[config.mk]
export PLATFORM = sky130hd
export DESIGN_NAME = rgb_led_frame_buffer
export DESIGN_NICKNAME = d
export VERILOG_FILES = /design/src/rtl/rlfb_pkg.sv /design/src/rtl/rlfb_store.sv /design/src/rtl/rlfb_engine.sv /design/src/rtl/rgb_led_frame_buffer.sv
export SDC_FILE = /design/constraint.sdc
export NUM_CORES = 2
export LEC_CHECK = 0
export BUFFER_PORTS_ARGS = -buffer_cell sky130_fd_sc_hd__buf_2
export CAP_MARGIN = 15
export CORE_MARGIN = 1
export CORE_UTILIZATION = 44
export CTS_BUF_LIST = sky130_fd_sc_hd__clkbuf_2
export CTS_CLUSTER_DIAMETER = 50
export DETAILED_ROUTE_END_ITERATION = 8
export PLACE_DENSITY_LB_ADDON = 0.15
export SLEW_MARGIN = 20
export SYNTH_ARGS = -nofsm -noshare
export SYNTH_HDL_FRONTEND = slang
export SYNTH_SLANG_ARGS = --single-unit
export TNS_END_PERCENT = 50
[constraint.sdc]
create_clock -name i_clk -period 5.5 [get_ports i_clk]
set_input_delay 0.825 -clock i_clk [delete_from_list [all_inputs] [get_ports i_clk]]
set_output_delay 0.825 -clock i_clk [all_outputs]
set_load 0.1 [all_outputs]
[src/rtl/rlfb_pkg.sv]
// Shared constants, command codes and memory control type for the pixel frame buffer.
`default_nettype none

package rlfb_pkg;

    localparam int NUM_PIXELS_DEF = 64;
    localparam int COLOR_W        = 24;

    localparam logic [3:0] CMD_SET    = 4'd0;
    localparam logic [3:0] CMD_RESET  = 4'd1;
    localparam logic [3:0] CMD_READ   = 4'd2;
    localparam logic [3:0] CMD_TOGGLE = 4'd3;
    localparam logic [3:0] CMD_SHOW   = 4'd4;
    localparam logic [3:0] CMD_ALLOFF = 4'd5;
    localparam logic [3:0] CMD_CLEAR  = 4'd6;
    localparam logic [3:0] CMD_INVERT = 4'd7;
    localparam logic [3:0] CMD_FILL   = 4'd8;

    typedef struct packed {
        logic wr_en;
        logic rd_en;
        logic clr_all;
    } t_mem_ctl;

endpackage

`default_nettype wire

[src/rtl/rlfb_store.sv]
// Pixel store: one write port, one registered read port, per-entry valid bits.
`default_nettype none

module rlfb_store #(
    parameter  int NUM_PIXELS = rlfb_pkg::NUM_PIXELS_DEF,
    localparam int AW         = (NUM_PIXELS > 1) ? $clog2(NUM_PIXELS) : 1
) (
    input  wire logic                        i_clk,
    input  wire logic                        i_rst_n,
    input  wire rlfb_pkg::t_mem_ctl          i_ctl,
    input  wire logic [AW-1:0]               i_waddr,
    input  wire logic [rlfb_pkg::COLOR_W-1:0] i_wcolor,
    input  wire logic                        i_wflag,
    input  wire logic [AW-1:0]               i_raddr,
    output logic      [rlfb_pkg::COLOR_W-1:0] o_rcolor,
    output logic                             o_rflag
);

    logic [rlfb_pkg::COLOR_W:0]   r_mem [NUM_PIXELS];
    logic [NUM_PIXELS-1:0]        r_vld;
    logic [rlfb_pkg::COLOR_W:0]   r_rdata;
    logic                         r_rvld;

    always_ff @(posedge i_clk) begin
        if (i_ctl.wr_en) begin
            r_mem[i_waddr] <= {i_wflag, i_wcolor};
        end
        if (i_ctl.rd_en) begin
            r_rdata <= r_mem[i_raddr];
        end
    end

    always_ff @(posedge i_clk) begin
        if (!i_rst_n) begin
            r_vld  <= '0;
            r_rvld <= 1'b0;
        end else begin
            if (i_ctl.clr_all) begin
                r_vld <= '0;
            end else if (i_ctl.wr_en) begin
                r_vld[i_waddr] <= 1'b1;
            end
            if (i_ctl.rd_en) begin
                r_rvld <= r_vld[i_raddr];
            end
        end
    end

    assign o_rcolor = r_rvld ? r_rdata[rlfb_pkg::COLOR_W-1:0] : '0;
    assign o_rflag  = r_rvld & r_rdata[rlfb_pkg::COLOR_W];

endmodule

`default_nettype wire

[src/rtl/rlfb_engine.sv]
// Command sequencer: decodes commands, walks the store and drives the result register.
`default_nettype none

module rlfb_engine #(
    parameter  int NUM_PIXELS = rlfb_pkg::NUM_PIXELS_DEF,
    localparam int AW         = (NUM_PIXELS > 1) ? $clog2(NUM_PIXELS) : 1
) (
    input  wire logic                         i_clk,
    input  wire logic                         i_rst_n,
    input  wire logic                         i_valid,
    output logic                              o_ready,
    input  wire logic [3:0]                   i_cmd,
    input  wire logic [7:0]                   i_position,
    input  wire logic [7:0]                   i_range_end,
    input  wire logic [rlfb_pkg::COLOR_W-1:0] i_rgb,
    output logic                              o_valid,
    input  wire logic                         i_ready,
    output logic [rlfb_pkg::COLOR_W-1:0]      o_rgb,
    output logic                              o_lit,
    output logic                              o_last,
    output rlfb_pkg::t_mem_ctl                o_ctl,
    output logic [AW-1:0]                     o_waddr,
    output logic [rlfb_pkg::COLOR_W-1:0]      o_wcolor,
    output logic                              o_wflag,
    output logic [AW-1:0]                     o_raddr,
    input  wire logic [rlfb_pkg::COLOR_W-1:0] i_rcolor,
    input  wire logic                         i_rflag
);

    localparam int CW = AW + 1;

    localparam logic [2:0] ST_IDLE   = 3'd0;
    localparam logic [2:0] ST_READ   = 3'd1;
    localparam logic [2:0] ST_TOGGLE = 3'd2;
    localparam logic [2:0] ST_WALK   = 3'd3;
    localparam logic [2:0] ST_FILL   = 3'd4;

    localparam logic [1:0] MODE_SHOW   = 2'd0;
    localparam logic [1:0] MODE_CLEAR  = 2'd1;
    localparam logic [1:0] MODE_FIND   = 2'd2;
    localparam logic [1:0] MODE_INVERT = 2'd3;

    localparam logic [7:0]    POS_LIMIT = 8'(NUM_PIXELS);
    localparam logic [CW-1:0] IDX_END   = CW'(NUM_PIXELS);
    localparam logic [CW-1:0] IDX_LAST  = CW'(NUM_PIXELS - 1);
    localparam logic [AW-1:0] ADDR_LAST = AW'(NUM_PIXELS - 1);

    logic [2:0]                    r_state, n_state;
    logic [1:0]                    r_mode, n_mode;
    logic [CW-1:0]                 r_idx, n_idx;
    logic [AW-1:0]                 r_pidx, n_pidx;
    logic                          r_pend, n_pend;
    logic [rlfb_pkg::COLOR_W-1:0]  r_pick, n_pick;
    logic [7:0]                    r_pos, n_pos;
    logic [7:0]                    r_end, n_end;
    logic [rlfb_pkg::COLOR_W-1:0]  r_rgb, n_rgb;
    logic                          r_out_valid;
    logic [rlfb_pkg::COLOR_W-1:0]  r_out_rgb;
    logic                          r_out_lit;
    logic                          r_out_last;

    logic                          load_out;
    logic [rlfb_pkg::COLOR_W-1:0]  out_rgb;
    logic                          out_lit;
    logic                          out_last;
    logic                          out_free;
    logic                          pos_ok;
    logic                          found;
    logic [7:0]                    idx8;

    assign o_ready  = (r_state == ST_IDLE);
    assign out_free = !r_out_valid || i_ready;
    assign pos_ok   = (i_position < POS_LIMIT);
    assign idx8     = 8'(r_idx);

    always_comb begin
        n_state  = r_state;
        n_mode   = r_mode;
        n_idx    = r_idx;
        n_pidx   = r_pidx;
        n_pend   = r_pend;
        n_pick   = r_pick;
        n_pos    = r_pos;
        n_end    = r_end;
        n_rgb    = r_rgb;
        o_ctl    = '0;
        o_waddr  = r_pidx;
        o_wcolor = '0;
        o_wflag  = 1'b0;
        o_raddr  = r_idx[AW-1:0];
        load_out = 1'b0;
        out_rgb  = i_rcolor;
        out_lit  = i_rflag;
        out_last = 1'b1;
        found    = 1'b0;
        case (r_state)
            ST_IDLE: begin
                if (i_valid) begin
                    case (i_cmd)
                        rlfb_pkg::CMD_SET: begin
                            o_ctl.wr_en = pos_ok;
                            o_waddr     = i_position[AW-1:0];
                            o_wcolor    = i_rgb;
                            o_wflag     = (i_rgb != '0);
                        end
                        rlfb_pkg::CMD_RESET: begin
                            o_ctl.wr_en = pos_ok;
                            o_waddr     = i_position[AW-1:0];
                        end
                        rlfb_pkg::CMD_READ, rlfb_pkg::CMD_TOGGLE: begin
                            if (pos_ok) begin
                                o_ctl.rd_en = 1'b1;
                                o_raddr     = i_position[AW-1:0];
                                n_pidx      = i_position[AW-1:0];
                                n_state     = (i_cmd == rlfb_pkg::CMD_READ) ? ST_READ
                                                                            : ST_TOGGLE;
                            end
                        end
                        rlfb_pkg::CMD_SHOW, rlfb_pkg::CMD_ALLOFF: begin
                            o_ctl.clr_all = (i_cmd == rlfb_pkg::CMD_ALLOFF);
                            n_mode  = MODE_SHOW;
                            n_idx   = '0;
                            n_pend  = 1'b0;
                            n_state = ST_WALK;
                        end
                        rlfb_pkg::CMD_CLEAR: begin
                            n_mode  = MODE_CLEAR;
                            n_idx   = '0;
                            n_pend  = 1'b0;
                            n_state = ST_WALK;
                        end
                        rlfb_pkg::CMD_INVERT: begin
                            n_mode  = MODE_FIND;
                            n_pick  = '0;
                            n_idx   = '0;
                            n_pend  = 1'b0;
                            n_state = ST_WALK;
                        end
                        rlfb_pkg::CMD_FILL: begin
                            n_pos   = i_position;
                            n_end   = i_range_end;
                            n_rgb   = i_rgb;
                            n_idx   = '0;
                            n_state = ST_FILL;
                        end
                        default: begin
                        end
                    endcase
                end
            end
            ST_READ: begin
                if (out_free) begin
                    load_out = 1'b1;
                    n_state  = ST_IDLE;
                end
            end
            ST_TOGGLE: begin
                o_ctl.wr_en = 1'b1;
                o_wcolor    = i_rcolor;
                o_wflag     = !i_rflag;
                n_state     = ST_IDLE;
            end
            ST_WALK: begin
                if (!(r_pend && (r_mode == MODE_SHOW) && !out_free)) begin
                    if (r_pend) begin
                        case (r_mode)
                            MODE_SHOW: begin
                                load_out = 1'b1;
                                out_rgb  = i_rflag ? i_rcolor : '0;
                                out_last = (r_pidx == ADDR_LAST);
                            end
                            MODE_CLEAR: begin
                                o_ctl.wr_en = 1'b1;
                                o_wcolor    = i_rcolor;
                            end
                            MODE_FIND: begin
                                if (i_rflag) begin
                                    n_pick = i_rcolor;
                                    found  = 1'b1;
                                end
                            end
                            MODE_INVERT: begin
                                o_ctl.wr_en = 1'b1;
                                o_wcolor    = i_rflag ? '0 : r_pick;
                                o_wflag     = !i_rflag && (r_pick != '0);
                            end
                            default: begin
                            end
                        endcase
                    end
                    if (found) begin
                        n_mode = MODE_INVERT;
                        n_idx  = '0;
                        n_pend = 1'b0;
                    end else if (r_idx != IDX_END) begin
                        o_ctl.rd_en = 1'b1;
                        n_pidx      = r_idx[AW-1:0];
                        n_idx       = r_idx + CW'(1);
                        n_pend      = 1'b1;
                    end else begin
                        n_pend = 1'b0;
                        if (r_mode == MODE_FIND) begin
                            n_mode = MODE_INVERT;
                            n_idx  = '0;
                        end else begin
                            n_state = ST_IDLE;
                        end
                    end
                end
            end
            ST_FILL: begin
                o_waddr     = r_idx[AW-1:0];
                o_wcolor    = r_rgb;
                o_wflag     = (r_rgb != '0);
                o_ctl.wr_en = (idx8 >= r_pos) && (idx8 <= r_end);
                n_idx       = r_idx + CW'(1);
                if (r_idx == IDX_LAST) begin
                    n_state = ST_IDLE;
                end
            end
            default: begin
                n_state = ST_IDLE;
            end
        endcase
    end

    always_ff @(posedge i_clk) begin
        if (!i_rst_n) begin
            r_state     <= ST_IDLE;
            r_mode      <= MODE_SHOW;
            r_idx       <= '0;
            r_pend      <= 1'b0;
            r_out_valid <= 1'b0;
        end else begin
            r_state <= n_state;
            r_mode  <= n_mode;
            r_idx   <= n_idx;
            r_pend  <= n_pend;
            if (load_out) begin
                r_out_valid <= 1'b1;
            end else if (i_ready) begin
                r_out_valid <= 1'b0;
            end
        end
    end

    always_ff @(posedge i_clk) begin
        r_pidx <= n_pidx;
        r_pick <= n_pick;
        r_pos  <= n_pos;
        r_end  <= n_end;
        r_rgb  <= n_rgb;
        if (load_out) begin
            r_out_rgb  <= out_rgb;
            r_out_lit  <= out_lit;
            r_out_last <= out_last;
        end
    end

    assign o_valid = r_out_valid;
    assign o_rgb   = r_out_rgb;
    assign o_lit   = r_out_lit;
    assign o_last  = r_out_last;

endmodule

`default_nettype wire

[src/rtl/rgb_led_frame_buffer.sv]
// Top level of the RGB pixel frame buffer: command sequencer over the pixel store.
//
//  channel   direction  handshake            payload
//  command   in         i_valid / o_ready    i_cmd, i_position, i_range_end, i_*_in
//  result    out        o_valid / i_ready    o_red_out, o_green_out, o_blue_out, o_lit, o_last
//
// Set and reset complete in the idle state; read and toggle pass through ST_READ or ST_TOGGLE,
// read also waiting on any result stall. Show and all-off walk every pixel through the read port,
// one pixel per cycle while the result register is free. Clear flags walks every pixel; invert
// scans for the first lit pixel, then rewrites every pixel; range fill walks every index in ST_FILL.
// Commands are taken one at a time. Reset clears the per-pixel valid bits; no clearing pass is needed.
// A full result register stalls show, all-off and read only; o_valid holds until taken.
`default_nettype none

module rgb_led_frame_buffer #(
    parameter int NUM_PIXELS = rlfb_pkg::NUM_PIXELS_DEF
) (
    input  wire logic       i_clk,
    input  wire logic       i_rst_n,
    input  wire logic       i_valid,
    output logic            o_ready,
    input  wire logic [3:0] i_cmd,
    input  wire logic [7:0] i_position,
    input  wire logic [7:0] i_range_end,
    input  wire logic [7:0] i_red_in,
    input  wire logic [7:0] i_green_in,
    input  wire logic [7:0] i_blue_in,
    output logic            o_valid,
    input  wire logic       i_ready,
    output logic [7:0]      o_red_out,
    output logic [7:0]      o_green_out,
    output logic [7:0]      o_blue_out,
    output logic            o_lit,
    output logic            o_last
);

    localparam int AW = (NUM_PIXELS > 1) ? $clog2(NUM_PIXELS) : 1;

    rlfb_pkg::t_mem_ctl               mem_ctl;
    logic [AW-1:0]                    waddr;
    logic [AW-1:0]                    raddr;
    logic [rlfb_pkg::COLOR_W-1:0]     wcolor;
    logic                             wflag;
    logic [rlfb_pkg::COLOR_W-1:0]     rcolor;
    logic                             rflag;
    logic [rlfb_pkg::COLOR_W-1:0]     out_rgb;

    rlfb_engine #(
        .NUM_PIXELS (NUM_PIXELS)
    ) u_engine (
        .i_clk       (i_clk),
        .i_rst_n     (i_rst_n),
        .i_valid     (i_valid),
        .o_ready     (o_ready),
        .i_cmd       (i_cmd),
        .i_position  (i_position),
        .i_range_end (i_range_end),
        .i_rgb       ({i_red_in, i_green_in, i_blue_in}),
        .o_valid     (o_valid),
        .i_ready     (i_ready),
        .o_rgb       (out_rgb),
        .o_lit       (o_lit),
        .o_last      (o_last),
        .o_ctl       (mem_ctl),
        .o_waddr     (waddr),
        .o_wcolor    (wcolor),
        .o_wflag     (wflag),
        .o_raddr     (raddr),
        .i_rcolor    (rcolor),
        .i_rflag     (rflag)
    );

    rlfb_store #(
        .NUM_PIXELS (NUM_PIXELS)
    ) u_store (
        .i_clk    (i_clk),
        .i_rst_n  (i_rst_n),
        .i_ctl    (mem_ctl),
        .i_waddr  (waddr),
        .i_wcolor (wcolor),
        .i_wflag  (wflag),
        .i_raddr  (raddr),
        .o_rcolor (rcolor),
        .o_rflag  (rflag)
    );

    assign o_red_out   = out_rgb[23:16];
    assign o_green_out = out_rgb[15:8];
    assign o_blue_out  = out_rgb[7:0];

endmodule

`default_nettype wire

# Word-level counts from Yosys, hierarchy flattened
# Memories as Yosys holds them, arrays and structs flattened. A register that Yosys moved wholly into a read port is not among the register bits.
# Cells that the tools add are included.
[totals]
regBits = 175
mem_bits_rw = 1600
in_bits = 48
out_inout_bits = 28
wordCells = 202
memories = 1
[memory_table]
columns = ["name", "words", "word_bits", "read_ports", "rd_clocked_by_memory_dff", "write_ports", "line", "text"]
rows = [
  ["u_store.r_mem", 64, 25, 1, 1, 1, "rlfb_store.sv:19", "logic [rlfb_pkg::COLOR_W:0] r_mem [NUM_PIXELS];"],
]
[classes]
add_sub_neg = 1
magnitude_cmp = 6
n_eq_ne = 40
mux = 100
bitwise_logic = 6
n_reduce_logical = 33
[ops]
columns = ["operator", "n"]
rows = [
  ["$mux 24", 17],
  ["$pmux 24 s2", 2],
  ["$pmux 24 s4", 1],
  ["$mux 6", 12],
  ["$reduce_bool 24->1", 3],
  ["$or 64x64->64", 1],
  ["$mux 7", 6],
  ["$mux 1", 32],
  ["$mux 3", 9],
  ["$pmux 6 s2", 2],
  ["$pmux 7 s3", 1],
  ["$ne 2x1->1 const B", 9],
  ["$eq 4x3->1 const B", 4],
  ["$lt 6x7->1 const B", 2],
  ["$mux 2", 7],
  ["$ne 2x2->1 const B", 7],
  ["$reduce_and 7->1", 2],
  ["$pmux 3 s4", 1],
  ["$reduce_or 2->1", 5],
  ["$pmux 3 s3", 1],
  ["$reduce_and 9->1", 1],
  ["$eq 4x2->1 const B", 2],
  ["$ge 7x8->1", 1],
  ["$le 7x8->1", 1],
  ["39 further kinds", 57],
]

# Depth between registers and ports, before layout
[depth]
word_depth = 11
depth_mapped = 13
mapped_depth_nobuf = 10

# Modules after synthesis
# Synthesis repeated with hierarchy kept, for this count alone.
[hier_totals]
hier_cells = 3117
area_unflattened_um2 = 69909.5
[modules_own_cells]
columns = ["module", "n_inst", "cells_per_inst", "area_per_inst_um2", "seq_area_each_um2"]
rows = [
  ["rlfb_store", 1, 2612, 64225.3, 50098.0],
  ["rlfb_engine", 1, 505, 5684.2, 3163.0],
]

# Worst setup path after synthesis
# OpenSTA, ideal clock, no wires.
[synth_timing]
path_type = "input to register"
startpoint = "input i_cmd[1]"
endpoint = "memory u_store.r_mem[11][0] (netlist name) (enable)"
setup_ps = 438
t_arrival_ps = 4723
required_ps = 5062
path_slack_ps = 339
stages = 11
n_path_buf = 3
path_cell_list = "clkbuf_1 -> or4b_2 -> clkbuf_1 -> nor2_1 -> a22oi_1 -> nor2_1 -> a221oi_1 -> nor2_1 -> nand2_1 -> clkbuf_1 -> nor3_1"
[synth_via]
elab_chain_len = 7
word_cells_on_any_way = 11
cone_classes = "eq/ne (1); mux (8); reduce/logical (2)"
[synth_rtl]
columns = ["item", "line", "text"]
rows = [
  ["start: declaration", "rgb_led_frame_buffer.sv:22", "input wire logic [3:0] i_cmd,"],
  ["$eq 4x1->1 / $logic_not 4->1 (equally long branches)", "rlfb_engine.sv:99", "case (i_cmd)"],
  ["$reduce_or 2->1 (no source line) (*)", "--", ""],
  ["$mux 1", "rlfb_engine.sv:99", ""],
  ["$mux 3", "rlfb_engine.sv:98", "if (i_valid) begin"],
  ["$pmux 1 s4", "rlfb_engine.sv:96", "case (r_state)"],
  ["$mux 1", "rlfb_store.sv:25", "if (i_ctl.wr_en) begin"],
  ["$mux 1 (implied by the code)", "rlfb_store.sv:26", "r_mem[i_waddr] <= {i_wflag, i_wcolor};"],
  ["end: declaration", "rlfb_store.sv:19", ""],
]
# Every way passes the cells marked *; elsewhere a longest branch is shown, timed or not.

# Worst setup path in the final report
[layout_timing]
startpoint = "register u_engine.r_state[2]"
endpoint = "register u_store.r_rdata[14] (netlist name), read port of u_store.r_mem, data pin"
[layout_via]
elab_chain_len = 2
word_cells_on_any_way = 4
cone_classes = "eq/ne (1); mux (2); reduce/logical (1)"
[layout_rtl]
columns = ["item", "line", "text"]
rows = [
  ["start: declaration", "rlfb_engine.sv:48", "logic [2:0] r_state, n_state;"],
  ["start signal: assignment", "rlfb_engine.sv:235", "r_state <= n_state;"],
  ["$eq 3x2->1 / $logic_not 3->1 (equally long branches)", "rlfb_engine.sv:96", ""],
  ["$pmux 1 s2 / $mux 6 (equally long branches)", "rlfb_engine.sv:96", ""],
  ["end: declaration", "rlfb_store.sv:21", "logic [rlfb_pkg::COLOR_W:0] r_rdata;"],
]
# Parallel ways exist; a longest one is shown, timed or not.
# A chain may end at the register's enable or synchronous reset.

==> qor.yml <==
status: "complete, no violations"
cts_max_path_buffers: 4
syn_inst: 5679
io_pins: 76
power_frac_seq: 0.588
io_buffer_count: 75
vias: 49973
crit_path_end_kind: "flop"
switching_share: 0.264
die-area_sq_um: 164000
synth_common_cells: "1831 x nand2_1, 1721 x edfxtp_1, 432 x a21oi_1, 322 x nand3_1, 266 x clkbuf_1"
max-vdd-ir-drop_mv: 0.208
slew_headroom: 0.151
power.switching_w: 0.00670
hold_path_depth: 3
finClkSkew_ps: 186
placed_cell_area_sq_um: 76200
cellLeakagePower_nw: 28.5
seq_area_frac_synth: 0.748
rr_worst_depth: 11
cts_sinks: 1800
grt_max_degree: 180
htree_levels: 5
period_minus_slack_ps: 5110
route.detailed.drc: 0
finalPower_w: 0.0254
postCtsSetupRepairBufs: 0
p_per_area_nw_per_um2: 313
finalSetupTns_ps: 0
grt_usage: 0.275
ant_nets: 0
grt-busiest-layer: "met2"
cts_root_buffer: "clkbuf_2"
nets: 6325
clkSlewWorstSetupHoldPaths_ps: 120
grt_use_met1: 0.400
synth_nets: 5743
grt_pass1_vias: 47446
drtIter0Drc: 6179
drv_cap: 0
firstDrtPassIters: 6
wl_per_cell_um: 26.0
antenna_found_initial: 14
yosysTopAreaCell: "edfxtp_1"
avgViaCountPerCell: 5.72
row_count: 147
synth_edf_count: 1721
fin_util: 0.505
n_fill_cell: 14177
rrSetupSlack_ps: 390
grtUsageMet2: 0.415
period_share: 0.928
place_ws_ps: 62.6
synthArstFlopShare: 0
avgSynthCellArea_sq_um: 12.5
drt_wl_total_um: 227000
hold_violations: 0
synth_warnings: 0
crit_path_start_kind: "flop"
gr-usage-met3: 0.0559
synth_most_common_cell: "nand2_1"
dp_hpwl_um: 127000
setup_ws_ps: 394
combPwrFrac: 0.071
core_region_area_sq_um: 161000
yosysTopAreaCellShare: 0.725
clk-insertion-delay-late_ps: 1930
cts_hold_buf: 107
fmax_mhz: 196
synth_ff_type: "edfxtp_1"
hold_path_class: "primary input to flop"
drv_slew: 0
ys_ff_latch: 1800
crit_type: "flop to flop"
setup_viol_count_final: 0
worst_slew_pin_slew_ps: 1270
regArea_sq_um: 53300
multi_input_area_sq_um: 17000
cts_inserted_buffers: 460
netlist_area_sq_um: 71200
drive_gt1_frac: 0.179
p_clk_frac: 0.341
start_util: 0.444
crit_required_ps: 7180
gp_congestion: 0.852
grt_pass1_wl_um: 326000
ctsResizeCount: 0
cp_data_arrival_time_ps: 6780
critPathMaxFanout: 52
die_h_um: 404
die_x_um: 404
fin_area_sq_um: 81100
netlist_top_cells_area: "edfxtp_1 73%, nand2_1 9.6%, a21oi_1 3.0%, nand3_1 2.3%, dfxtp_1 2.2%"
cts_tree: "built"
p_int_w: 0.0187
area_delta_synth_final_pct: 13.8
overflow: 0
synth_cell_types: 61
rsz0062_at_grt: "false"
-- sequential cells by signal, summed over array words and instances, names as in the netlist --
| register | count |
|---|---|
| u_store.r_rdata | 25 |
| u_engine.r_idx | 7 |
| u_engine.o_valid | 1 |
| u_store.r_mem | 1600 |
| u_engine.r_pick | 24 |
| u_engine.r_end | 8 |
| u_engine.r_state | 3 |
| u_engine.o_lit | 1 |
| u_engine.r_pend | 1 |
| u_engine.r_pidx | 6 |
| u_engine.o_last | 1 |
| u_store.r_rvld | 1 |
| u_engine.r_rgb | 24 |
| u_engine.o_rgb | 24 |
| u_engine.r_pos | 8 |
| u_store.r_vld | 64 |
| u_engine.r_mode | 2 |
-- area by class of cell --
class                           instances  area share
Antenna cell                           21    0.000648
Clock buffer                          652      0.0402
Clock inverter                        109     0.00668
Inverter                               25     0.00116
Multi-Input combinational cell       3489       0.209
Sequential cell                      1800       0.657
Tap cell                             2160      0.0333
Timing Repair Buffer                  485      0.0522
-- layout by cell type (no fill, tap or decap), types with 50 or more instances in the layout --
cell type         n
clkbuf_2        652
nor3_2           64
a21oi_1         432
o21ai_0          50
o22ai_1          50
a31oi_1         110
nand2_1        1828
o31ai_1          68
buf_2            75
nand3_1         322
clkinv_1         82
dlygate4sd3_1   107
nor4_1          120
buf_4           262
nand4_1         135
edfxtp_1       1721
nor2_1           98
dfxtp_1          79
-- logic make-up (layout without fill, tap and decap cells) --
group                      after synthesis  in the layout  synth area share
AOI/OAI and AO/OA                      790            790            0.0648
xor gates and xnor gates                 7              7          0.000861
adders and majority gates               16             16           0.00281
buffers and inverters                  390           1271            0.0220
DFF                                   1800           1800             0.748
muxes                                   20             20           0.00288
other                                    0             21                 0
and+or+nand+nor                       2656           2656             0.159
-- final timing paths --
path,to,start
max reg2reg,u_store.r_rdata[14],u_engine.r_state[2]
min,u_engine.r_rgb[4],i_blue_in[4]
min reg2reg,u_store.r_vld[25],u_store.r_vld[25]
max,u_store.r_rdata[14],u_engine.r_state[2]
-- per-layer routing --
layer  share of wire  wire length (um)  vias to the layer above
met2            0.45            102000                     2677
met3            0.10             22800                      302
met5               0                 0                        -
met4           0.023              5220                        0
li1                -                 -                    22196
met1            0.43             96600                    24798
-- critical path: stages, from the launching register on --
cell and delay [ps]:
dfxtp_1 500, or4b_1 740, o31ai_1 660, and2_4 810, buf_12 390, buf_12 260
buf_4 230, nand2_1 70, a31oi_1 160, nand4_1 230, nand4_1 530, or3_1 230
-- power by group through the flow --
stage	Clock (W)	Sequential (W)	Combinational, W
5_1_grt	0.00953	0.0149	0.00193
3_5_place_dp	0	0.0153	0.00171
2_1_floorplan	0	0.0153	0.000977
6_report	0.00868	0.0149	0.00180
3_3_place_gp	0	0.0153	0.00171
4_1_cts	0.00888	0.0149	0.00178
-- stage by stage --
step,hold slack [ps],cells
final,252,8741
after global routing,124,8735
after CTS,0.761,8720
after detailed placement,433,7852
after global placement,430,7852
after floorplan,417,5679
Power figures use the tool's default switching activity.
